<file path="src/hdl/bpce_pkg.sv">
package bpce_pkg;

  localparam int COORD_W = 16;
  localparam int DIFF_W  = COORD_W + 1;
  localparam int SQ_W    = 2 * DIFF_W;
  localparam int ROOT_W  = DIFF_W;
  localparam int RAD_W   = 15;
  localparam int STR_W   = 16;
  localparam int OUT_W   = 20;
  localparam int OBST_W  = 14;
  localparam int OBST_MAX = 8192;

  // square root: three result bits per stage
  localparam int SQRT_PER    = 3;
  localparam int SQRT_STAGES = (ROOT_W + SQRT_PER - 1) / SQRT_PER;

  // obstacle divider: quotient bit Q_W-1 flags saturation
  localparam int Q_W        = 20;
  localparam int NUM_W      = RAD_W + 24;
  localparam int DEN_W      = 2 * RAD_W;
  localparam int DIV_CMP_W  = DEN_W + Q_W;
  localparam int DIV_PER    = 3;
  localparam int DIV_STAGES = (Q_W + DIV_PER - 1) / DIV_PER;
  localparam int T_W        = Q_W - 1;
  localparam int T2_W       = 2 * T_W;
  localparam int PP_W       = STR_W + T_W;
  localparam int OBST_LAT   = DIV_STAGES + 4;

  typedef enum logic [2:0] {
    REG_START_XY  = 3'd0,
    REG_GOAL_XY   = 3'd1,
    REG_OPER_XY   = 3'd2,
    REG_OPER_HEAD = 3'd3,
    REG_REACH     = 3'd4,
    REG_RADIUS    = 3'd5,
    REG_STRENGTH  = 3'd6
  } reg_idx_e;

  typedef struct packed {
    logic [RAD_W-1:0] radius;
    logic [STR_W-1:0] strength;
  } obst_cfg_t;

  typedef struct packed {
    logic act;
    logic zero;
  } obst_flag_t;

  function automatic logic [DIFF_W-1:0] abs_diff(logic [COORD_W-1:0] a,
                                                 logic [COORD_W-1:0] b);
    logic signed [DIFF_W-1:0] d;
    d = $signed({a[COORD_W-1], a}) - $signed({b[COORD_W-1], b});
    return d[DIFF_W-1] ? DIFF_W'(-d) : DIFF_W'(d);
  endfunction

endpackage

</file>
<file path="src/hdl/bpce_sqrt.sv">
module bpce_sqrt import bpce_pkg::*; (
  input  logic              clk_i,
  input  logic              en_i,
  input  logic [SQ_W-1:0]   n_i,
  output logic [ROOT_W-1:0] root_o
);

  logic [SQ_W-1:0]   rem_q  [SQRT_STAGES];
  logic [ROOT_W-1:0] root_q [SQRT_STAGES];
  logic [SQ_W-1:0]   rem_d  [SQRT_STAGES];
  logic [ROOT_W-1:0] root_d [SQRT_STAGES];

  // digit-by-digit root, rem holds n minus root squared
  always_comb begin
    logic [SQ_W-1:0]   rem;
    logic [ROOT_W-1:0] root;
    logic [SQ_W:0]     trial;
    int                k;
    for (int s = 0; s < SQRT_STAGES; s++) begin
      rem  = (s == 0) ? n_i : rem_q[(s == 0) ? 0 : s - 1];
      root = (s == 0) ? '0 : root_q[(s == 0) ? 0 : s - 1];
      for (int j = 0; j < SQRT_PER; j++) begin
        k = ROOT_W - 1 - SQRT_PER * s - j;
        if (k >= 0) begin
          trial = ((SQ_W + 1)'(root) << (k + 1)) + ((SQ_W + 1)'(1) << (2 * k));
          if ({1'b0, rem} >= trial) begin
            rem  = rem - trial[SQ_W-1:0];
            root = root | (ROOT_W'(1) << k);
          end
        end
      end
      rem_d[s]  = rem;
      root_d[s] = root;
    end
  end

  always_ff @(posedge clk_i) begin
    if (en_i) begin
      for (int s = 0; s < SQRT_STAGES; s++) begin
        rem_q[s]  <= rem_d[s];
        root_q[s] <= root_d[s];
      end
    end
  end

  assign root_o = root_q[SQRT_STAGES-1];

endmodule

</file>
<file path="config.mk">
export PLATFORM = sky130hd
export DESIGN_NAME = bpce_sqrt
export DESIGN_NICKNAME = d
export VERILOG_FILES = /design/src/hdl/bpce_pkg.sv /design/src/hdl/bpce_sqrt.sv
export SDC_FILE = /design/constraint.sdc
export NUM_CORES = 1
export LEC_CHECK = 0
export BUFFER_PORTS_ARGS = -buffer_cell sky130_fd_sc_hd__buf_2
export CORE_MARGIN = 5
export CORE_UTILIZATION = 55
export CTS_CLUSTER_DIAMETER = 30
export DETAILED_ROUTE_END_ITERATION = 10
export PLACE_DENSITY = 0.74
export RECOVER_POWER = 50
export SYNTH_ARGS = -nofsm -noshare
export SYNTH_HDL_FRONTEND = slang
export SYNTH_SLANG_ARGS = --single-unit
</file>
<file path="constraint.sdc">
create_clock -name clk_i -period 9.3 [get_ports clk_i]
set_input_delay 0.465 -clock clk_i [delete_from_list [all_inputs] [get_ports clk_i]]
set_output_delay 0.465 -clock clk_i [all_outputs]
set_load 0.05 [all_outputs]
</file>
==> flow_summary.json <==
{
  "status": "finished, violations left",
  "violations": "capacitance limit, slew limit",
  "initial_core_util_pct": 55.88,
  "pre_cts_ws_ps": 274.0,
  "viasPerCell": 6.268,
  "die_w_um": 200.3,
  "ios": 53,
  "dp_hpwl_mm": 43.33,
  "fin_nets": 2466,
  "p_per_area_mw_per_mm2": 384.0,
  "setup_ws_ps": 579.8,
  "drive_above_1_share_pct": 7.890,
  "die_area_sq_mm": 0.04013,
  "cts.clk_slew.worst_paths_ps": 50,
  "place_area_sq_mm": 0.02066,
  "syn-num-nets": 2399,
  "drtPass1Iterations": 6,
  "cts_root_buf": "clkbuf_16",
  "grt_pass1_vias": 16870,
  "cts_made_buffers": 53,
  "timing.final.hold_violations": 0,
  "grt_max_degree": 88,
  "end_kind": "flip-flop",
  "grt_antenna_before_repair": 2,
  "synth.largest_area_cell": "edfxtp_1",
  "ant_nets": 0,
  "area_growth_pct": 12.57,
  "dieHeight_um": 200.3,
  "portBuffers": 52,
  "syn_inst": 2185,
  "wl_per_cell_um": 20.15,
  "synth-edff-count": 232,
  "post_cts_buffers": 0,
  "rsz0062_at_grt": "no",
  "crit_type": "reg2reg",
  "yosys.area.top_type_share_pct": 34.96,
  "p_leak_uw": 0.009057,
  "slew-limit-headroom_pct": -217.4,
  "finalPower_uw": 8614,
  "slowest_delay_ps": 510,
  "clock_path_buffers": 3,
  "ys.flop_type": "edfxtp_1",
  "ys_types": 100,
  "vias": 17270,
  "setup_violations": 0,
  "cts_tree": "done",
  "drc": 0,
  "worstSetupStartpointType": "flip-flop",
  "grt_remaining_overflow": 0,
  "worst_pin_slew_ps": 4761,
  "yosys_warnings": 0,
  "skew_ps": 19.86,
  "hold_path.class": "in2reg",
  "final_area_sq_mm": 0.02243,
  "grt_pass1_wl_mm": 88.56,
  "clock-sinks": 232,
  "grt_usage_pct": 26.76,
  "syn_area_per_cell_sq_um": 9.119,
  "rows": 69,
  "h-tree-depth": 2,
  "syn_area_sq_mm": 0.01993,
  "synth-seq-cells": 232,
  "crit_arrival_ps": 9030,
  "synth_common_cells": "edfxtp_1, nor2_1, ha_1",
  "wirelength_mm": 55.50,
  "cp.required_ps": 9610,
  "fmax_mhz": 114.7,
  "globalplace.congestion": 1.033,
  "synthArstFlopShare_pct": 0,
  "crit_slowest_cell": "ha_1",
  "worstSkewPairLatency_ps": 570,
  "slew_viol_final": 160,
  "num_antenna_cells": 0,
  "fin_crit_ps": 8720,
  "drv_cap": 2,
  "irDropWorstVdd_mv": 0.2568,
  "post-synth-top-count-cell": "edfxtp_1",
  "setup_tns_ps": 0,
  "fin_crit_sh_pct": 93.77,
  "ys_seq_area_share_pct": 34.96,
  "cp_max_fo": 27,
  "dr.first_iter.drc_count": 1456,
  "synth_area_leaders": "edfxtp_1, ha_1, xnor2_1",
  "core_area_sq_mm": 0.03566
}
layout by cell type, fill, tap and decap left out, drive strengths merged, types with 28 or more instances in the layout:
cell type | netlist | layout
inv | 134 | 135
xnor2 | 121 | 121
nand2 | 177 | 177
nand4 | 55 | 55
nor2 | 195 | 195
nor4 | 52 | 52
nor3 | 59 | 59
edfxtp | 232 | 232
a21o | 69 | 69
o21a | 30 | 30
buf | 20 | 28
clkbuf | 33 | 97
nand3 | 48 | 48
ha | 178 | 178
o21ai | 111 | 111
a21oi | 160 | 160
xor2 | 71 | 71
sequential cells by signal, indices dropped and copies added, names as in the netlist:
signal and cells:
root_q 62, rem_q 170
worst max-delay path: cells and delay by family, from the launching register on:
family	cells	cell delay [ps]
mux	1	400
simple gates	13	2900
buf+inv	5	1170
flops	1	490
compound gates	8	2180
fa+ha+maj	3	1280
routing by layer:
metal / global-route usage [%] / part of all wire, %
met5: 0 / 0
met3: 4.350 / 5.3
met1: 31.80 / 40
met2: 48.42 / 50
met4: 10.74 / 4.1
area by class of cell:
type / instances / area [sq um]
Inverter: 135 / 506.7
Timing Repair Buffer: 65 / 334.1
Clock inverter: 37 / 425.4
Sequential cell: 232 / 6967
Clock buffer: 60 / 1395
Tap cell: 461 / 576.8
Multi-Input combinational cell: 1765 / 12230
Fill cell: 2914 / 13230
cells by family after synthesis:
group           Yosys count  synth area share, %
flops                   232                34.96
compound gates          588                19.79
simple gates            777                20.19
buf+inv                 188                3.768
fa+ha+maj               178                11.18
mux                      30                1.664
xor+xnor                192                8.440
path summary, 6_finish.rpt:
path / from / end / slack, ps / depth (start not counted)
max: root_q[2][16] / rem_q[3][16] / 580 / 30
max reg2reg: root_q[2][16] / rem_q[3][16] / 580 / 30
min: n_i[18] / rem_q[0][18] / 90 / 1
min reg2reg: root_q[0][15] / root_q[1][15] / 440 / 0
what timing repair did:
item	CTS	global route
hold buffers	0	0
resized for setup	0	3
setup endpoints to repair	0	23
where the power goes:
| part | leakage [uW] | switching, uW | internal, uW |
|---|---|---|---|
| registers | 0.00221 | 218 | 1560 |
| clock network | 0.000869 | 566 | 1310 |
| logic | 0.00597 | 2980 | 1980 |
| total | 0.00906 | 3760 | 4850 |
through the flow:
stage                     util [%]  std cells  hold slack, ps
final                        62.91       2755           85.37
after CTS                    63.04       2755           55.57
after floorplan                  -       2185           416.9
after global placement       57.94       2658           424.3
after global routing         62.91       2755           61.79
after detailed placement     57.94       2658           434.2
Power figures use the tool's default switching activity.
