==> config.mk <==
export PLATFORM = sky130hd
export DESIGN_NAME = bpce_obst
export DESIGN_NICKNAME = d
export VERILOG_FILES = /design/src/hdl/bpce_pkg.sv /design/src/hdl/bpce_obst.sv
export SDC_FILE = /design/constraint.sdc
export NUM_CORES = 2
export LEC_CHECK = 0
export ABC_AREA = 0
export BUFFER_PORTS_ARGS = -buffer_cell sky130_fd_sc_hd__buf_2
export CORE_ASPECT_RATIO = 1.5
export CORE_MARGIN = 1.5
export CORE_UTILIZATION = 53
export CTS_CLUSTER_SIZE = 14
export DETAILED_ROUTE_END_ITERATION = 7
export PLACE_DENSITY = 0.69
export SYNTH_ARGS = -nofsm -noshare
export SYNTH_HDL_FRONTEND = slang
export SYNTH_SLANG_ARGS = --single-unit
==> constraint.sdc <==
create_clock -name clk_i -period 15.3 [get_ports clk_i]
set_input_delay 3.06 -clock clk_i [delete_from_list [all_inputs] [get_ports clk_i]]
set_output_delay 3.06 -clock clk_i [all_outputs]
set_load 0.005 [all_outputs]
==> src/hdl/bpce_pkg.sv <==
package bpce_pkg;

  localparam int COORD_W = 16;
  localparam int DIFF_W  = COORD_W + 1;
  localparam int SQ_W    = 2 * DIFF_W;
  localparam int ROOT_W  = DIFF_W;
  localparam int RAD_W   = 15;
  localparam int STR_W   = 16;
  localparam int OUT_W   = 20;
  localparam int OBST_W  = 14;
  localparam int OBST_MAX = 8192;

  // square root: three result bits per stage
  localparam int SQRT_PER    = 3;
  localparam int SQRT_STAGES = (ROOT_W + SQRT_PER - 1) / SQRT_PER;

  // obstacle divider: quotient bit Q_W-1 flags saturation
  localparam int Q_W        = 20;
  localparam int NUM_W      = RAD_W + 24;
  localparam int DEN_W      = 2 * RAD_W;
  localparam int DIV_CMP_W  = DEN_W + Q_W;
  localparam int DIV_PER    = 3;
  localparam int DIV_STAGES = (Q_W + DIV_PER - 1) / DIV_PER;
  localparam int T_W        = Q_W - 1;
  localparam int T2_W       = 2 * T_W;
  localparam int PP_W       = STR_W + T_W;
  localparam int OBST_LAT   = DIV_STAGES + 4;

  typedef enum logic [2:0] {
    REG_START_XY  = 3'd0,
    REG_GOAL_XY   = 3'd1,
    REG_OPER_XY   = 3'd2,
    REG_OPER_HEAD = 3'd3,
    REG_REACH     = 3'd4,
    REG_RADIUS    = 3'd5,
    REG_STRENGTH  = 3'd6
  } reg_idx_e;

  typedef struct packed {
    logic [RAD_W-1:0] radius;
    logic [STR_W-1:0] strength;
  } obst_cfg_t;

  typedef struct packed {
    logic act;
    logic zero;
  } obst_flag_t;

  function automatic logic [DIFF_W-1:0] abs_diff(logic [COORD_W-1:0] a,
                                                 logic [COORD_W-1:0] b);
    logic signed [DIFF_W-1:0] d;
    d = $signed({a[COORD_W-1], a}) - $signed({b[COORD_W-1], b});
    return d[DIFF_W-1] ? DIFF_W'(-d) : DIFF_W'(d);
  endfunction

endpackage

==> src/hdl/bpce_obst.sv <==
module bpce_obst import bpce_pkg::*; (
  input  logic              clk_i,
  input  logic              en_i,
  input  logic [ROOT_W-1:0] d_i,
  input  obst_cfg_t         cfg_i,
  output logic [OBST_W-1:0] cost_o
);

  // setup stage
  logic [NUM_W-1:0] num_q;
  logic [DEN_W-1:0] den_q;
  obst_flag_t       flg_q;
  logic [RAD_W-1:0] rdiff;

  assign rdiff = cfg_i.radius - d_i[RAD_W-1:0];

  always_ff @(posedge clk_i) begin
    if (en_i) begin
      num_q      <= {rdiff, 24'd0};
      den_q      <= DEN_W'(d_i[RAD_W-1:0]) * DEN_W'(cfg_i.radius);
      flg_q.act  <= (d_i < ROOT_W'(cfg_i.radius)) && (cfg_i.strength != '0);
      flg_q.zero <= (d_i == '0);
    end
  end

  // restoring divider
  logic [NUM_W-1:0] rem_q [DIV_STAGES];
  logic [DEN_W-1:0] dv_q  [DIV_STAGES];
  logic [Q_W-1:0]   quo_q [DIV_STAGES];
  obst_flag_t       df_q  [DIV_STAGES];
  logic [NUM_W-1:0] rem_d [DIV_STAGES];
  logic [Q_W-1:0]   quo_d [DIV_STAGES];

  always_comb begin
    logic [NUM_W-1:0]     rem;
    logic [Q_W-1:0]       quo;
    logic [DEN_W-1:0]     den;
    logic [DIV_CMP_W-1:0] cmp;
    int                   k;
    for (int s = 0; s < DIV_STAGES; s++) begin
      rem = (s == 0) ? num_q : rem_q[(s == 0) ? 0 : s - 1];
      quo = (s == 0) ? '0 : quo_q[(s == 0) ? 0 : s - 1];
      den = (s == 0) ? den_q : dv_q[(s == 0) ? 0 : s - 1];
      for (int j = 0; j < DIV_PER; j++) begin
        k = Q_W - 1 - DIV_PER * s - j;
        if (k >= 0) begin
          cmp = DIV_CMP_W'(den) << k;
          if (DIV_CMP_W'(rem) >= cmp) begin
            rem = rem - cmp[NUM_W-1:0];
            quo = quo | (Q_W'(1) << k);
          end
        end
      end
      rem_d[s] = rem;
      quo_d[s] = quo;
    end
  end

  always_ff @(posedge clk_i) begin
    if (en_i) begin
      for (int s = 0; s < DIV_STAGES; s++) begin
        rem_q[s] <= rem_d[s];
        quo_q[s] <= quo_d[s];
        dv_q[s]  <= (s == 0) ? den_q : dv_q[(s == 0) ? 0 : s - 1];
        df_q[s]  <= (s == 0) ? flg_q : df_q[(s == 0) ? 0 : s - 1];
      end
    end
  end

  // square, scale, clamp
  logic [T2_W-1:0]  t2_q;
  logic             sat1_q, sat2_q;
  obst_flag_t       f1_q, f2_q;
  logic [PP_W-1:0]  plo_q, phi_q;
  logic [OBST_W-1:0] cost_q;
  logic [T_W-1:0]   t;
  logic [PP_W+T_W:0] psum;
  logic [PP_W+T_W-25:0] scaled;

  assign t      = quo_q[DIV_STAGES-1][T_W-1:0];
  assign psum   = (PP_W + T_W + 1)'({phi_q, {T_W{1'b0}}}) + (PP_W + T_W + 1)'(plo_q);
  assign scaled = psum[PP_W+T_W:25];

  always_ff @(posedge clk_i) begin
    if (en_i) begin
      t2_q   <= T2_W'(t) * T2_W'(t);
      sat1_q <= quo_q[DIV_STAGES-1][Q_W-1];
      f1_q   <= df_q[DIV_STAGES-1];
      plo_q  <= PP_W'(cfg_i.strength) * PP_W'(t2_q[T_W-1:0]);
      phi_q  <= PP_W'(cfg_i.strength) * PP_W'(t2_q[T2_W-1:T_W]);
      sat2_q <= sat1_q;
      f2_q   <= f1_q;
      if (!f2_q.act) begin
        cost_q <= '0;
      end else if (f2_q.zero || sat2_q || scaled > OBST_MAX) begin
        cost_q <= OBST_W'(OBST_MAX);
      end else begin
        cost_q <= scaled[OBST_W-1:0];
      end
    end
  end

  assign cost_o = cost_q;

endmodule

==> impl_metrics.csv <==
group,metric,value,unit
setup_path,crit_path_end_kind,"flop",
setup_path,reg2reg_from,"dv_q[2][0]",
setup_path,crit_fanout,26,
floorplanning,pin_count,64,
yosys,ys_async_sr_fraction,0,%
worst_hold_path,hold_depth,0,
setup_path,cp.arrival,12.76,ns
finish,syn2layout_area_growth,5.29,%
floorplanning,dieArea,166000,um^2
finish,layout_commonest_cell,"inv_1",
grt,grt_overflow,0,
yosys,synthTopCellsByArea,"edfxtp_1 21%, fa_1 20%, ha_1 15%, inv_1 5.7%, nand2_1 4.2%",
yosys,yosys.area.top_type,"edfxtp_1",
finish,final_core_util,56.2,%
cts,cts_tree,"built",
timing,finalCriticalPeriod,12.32,ns
route,wl_met3,9990,um
timing,final.setup.tns,0,ns
setup_path,cpPeakStageDelay,0.93,ns
route,drt-initial-drc-count,3613,
setup_path,r2r.worst_path.cells,38,
worst_hold_path,hold_start,"df_q[0][0]",
cts,holdBufCountCts,0,
timing,hold_violations,0,
yosys,yosys_register_bits,609,
cts,postCtsSetupBuffers,0,
placement,routabilityCongestion,1.03,
yosys,post_synth_num_cell_types,99,
grt,grt_pass1_vias,71800,
floorplanning,die_y,498,um
setup_path,reg2reg_slack,2.98,ns
yosys,synth_seq_area_share,21.1,%
cts,clk_pin_slew,0.06,ns
yosys,synth_ff_type,"edfxtp_1",
route,vias,67200,
status,status,"finished clean",
route,wl_met2,129000,um
route,wirelength,242000,um
yosys,synth_area_per_cell,9.32,um^2
timing,rsz0062_at_grt,"false",
finish,layout-drive-gt1-share,6.23,%
finish,final_nets,11200,
yosys,synthCells,9293,
setup_path,path_class,"flop to flop",
cts,htreeDepth,3,
timing,setup_violations,0,
setup_path,cpMaxStageDelayCell,"o21ai_0",
timing,relSlewSlack,7.76,%
route,maxUsedRoutingLayer,"met5",
floorplanning,rows,181,
route,firstDrtPassIters,6,
cts,clkLatencyLatePin,0.70,ns
cts,cts.sinks,609,
timing,maxSlewViolCount,0,
yosys,syn-cell-area,86600,um^2
grt,antenna_found_initial,5,
setup_path,crit_path_start_kind,"flop",
yosys,yosys_warnings,0,
grt,grt_max_degree,104,
setup_path,cp.required,15.74,ns
timing,tightest_slew,1.37,ns
route,route.detailed.drc,0,
yosys,synth_top_area_share,21.1,%
cts,cts_made_buffers,68,
timing,min_period_over_period,80.5,%
setup_path,r2r_end,"rem_q[3][31]",
route,vias_per_cell,5.91,
timing,clock.fmax,0.0812,GHz
floorplanning,start_util,53.4,%
cts,cts_repair_resize_count,0,
timing,fin_skew,0.0379,ns
cts,root_buffer,"clkbuf_16",
grt,grt_pass1_wl,383000,um
worst_hold_path,hold_path_end,"df_q[1][0]",
route,final_antenna_net_count,0,
grt,grt.total_usage,29.5,%
finish,final_cell_mix,"1,309 x inv_1, 1,024 x ha_1, 976 x nand2_1",
placement,portBuffers,63,
worst_hold_path,worstHoldPathType,"flop to flop",
setup_path,crit_family,"compound AO/OA/AOI/OAI gates",
floorplanning,die_width,333,um
route,wl_met1,83400,um
yosys,synth_edf_count,609,
route,wl_per_cell,21.3,um
cts,cts_buffer_depth,3,
floorplanning,fp.coreArea,162000,um^2
placement,place_hpwl,195000,um
setup_path,cp_num_buf_inv,4,
flow_run,maxCapViolCount,0,
==> worst max-delay path by stage <==
stage | startpoint | end | cells past startpoint
final | dv_q[2][0] | rem_q[3][31] | 38
after global routing | dv_q[2][0] | rem_q[3][29] | 40
after CTS | dv_q[1][0] | rem_q[2][38] | 41
after detailed placement | dv_q[1][0] | rem_q[2][38] | 41
after global placement | dv_q[1][0] | rem_q[2][38] | 41
after floorplan | cfg_i[6] | plo_q[34] | 28
==> state kept, by name, indices dropped and copies added, names as in the netlist <==
register  cells
sat1_q        1
t2_q         37
f2_q          2
plo_q        16
df_q         14
num_q        15
quo_q        83
f1_q          2
rem_q       177
dv_q        180
den_q        30
flg_q         2
phi_q        35
sat2_q        1
cost_o       14
==> cell usage after synthesis (16+ instances only) <==
cell type and number:
inv_1 1309, ha_1 1024, nand2_1 976, fa_1 883, edfxtp_1 609, nor2_1 510, a21oi_1 500, o21ai_0 392
xnor2_1 387, and2_1 317, a21o_1 242, mux2_2 234, clkbuf_1 227, xor2_1 184, nor3_1 134, nand3_1 127
nand2b_1 105, o21a_1 101, nor2b_1 91, o21bai_1 74, nand4_1 69, and3_1 60, or3_1 57, a31oi_1 52
a211oi_1 44, or2_2 39, o211ai_1 38, o31ai_1 38, nor4_1 34, mux2_4 29, a21boi_0 26, o2111ai_1 24
o31a_1 18, o41ai_1 17, a31o_2 16
==> area by class of cell <==
type | instances | area [um^2]
diodes | 3 | 7.51
clock buffers | 77 | 1760
clock inverters | 44 | 427
fillers | 14400 | 71000
inverters | 1318 | 4950
multi-input cells | 7113 | 62400
flip-flops and latches | 609 | 18300
well taps | 2104 | 2630
repair buffers | 110 | 684
==> worst reg2reg max path: cells and delay by family, from the launching register on <==
family	cells	cell delay, ns
compound gates	25	7.12
fa+ha+maj	3	0.92
buf+inv	4	1.30
flops	1	0.53
mux	1	0.39
simple gates	5	1.83
==> through the flow <==
stage	setup slack, ns	instance area, um^2	hold slack [ns]	cells
2_1_floorplan	5.23	86600	0.400	9296
3_3_place_gp	3.24	89000	0.401	11300
3_5_place_dp	3.10	89000	0.405	11300
4_1_cts	3.05	91200	0.412	11400
5_1_grt	2.39	91200	0.423	11400
6_report	2.98	91200	0.412	11400
==> logic make-up (layout without fill, tap and decap cells) <==
group | count (synthesis) | count (layout) | share of synthesized area, %
buf+inv | 1574 | 1549 | 6.91
fa+ha+maj | 1907 | 1907 | 35.2
flops | 609 | 609 | 21.1
xor+xnor | 571 | 571 | 5.77
mux | 277 | 277 | 3.71
compound gates | 1765 | 1765 | 13.1
simple gates | 2588 | 2588 | 14.2
other cells | 2 | 8 | 0.00867
==> layer usage <==
layer	up-vias	global-route usage, %
met2	1887	55.6
met1	33200	29.7
met5	-	0
met4	4	21.3
met3	798	3.31
li1	31400	-
Power is left out: the tool's default activity adds up to more than one toggle a clock period on the data nets, which glitch-free logic cannot reach.
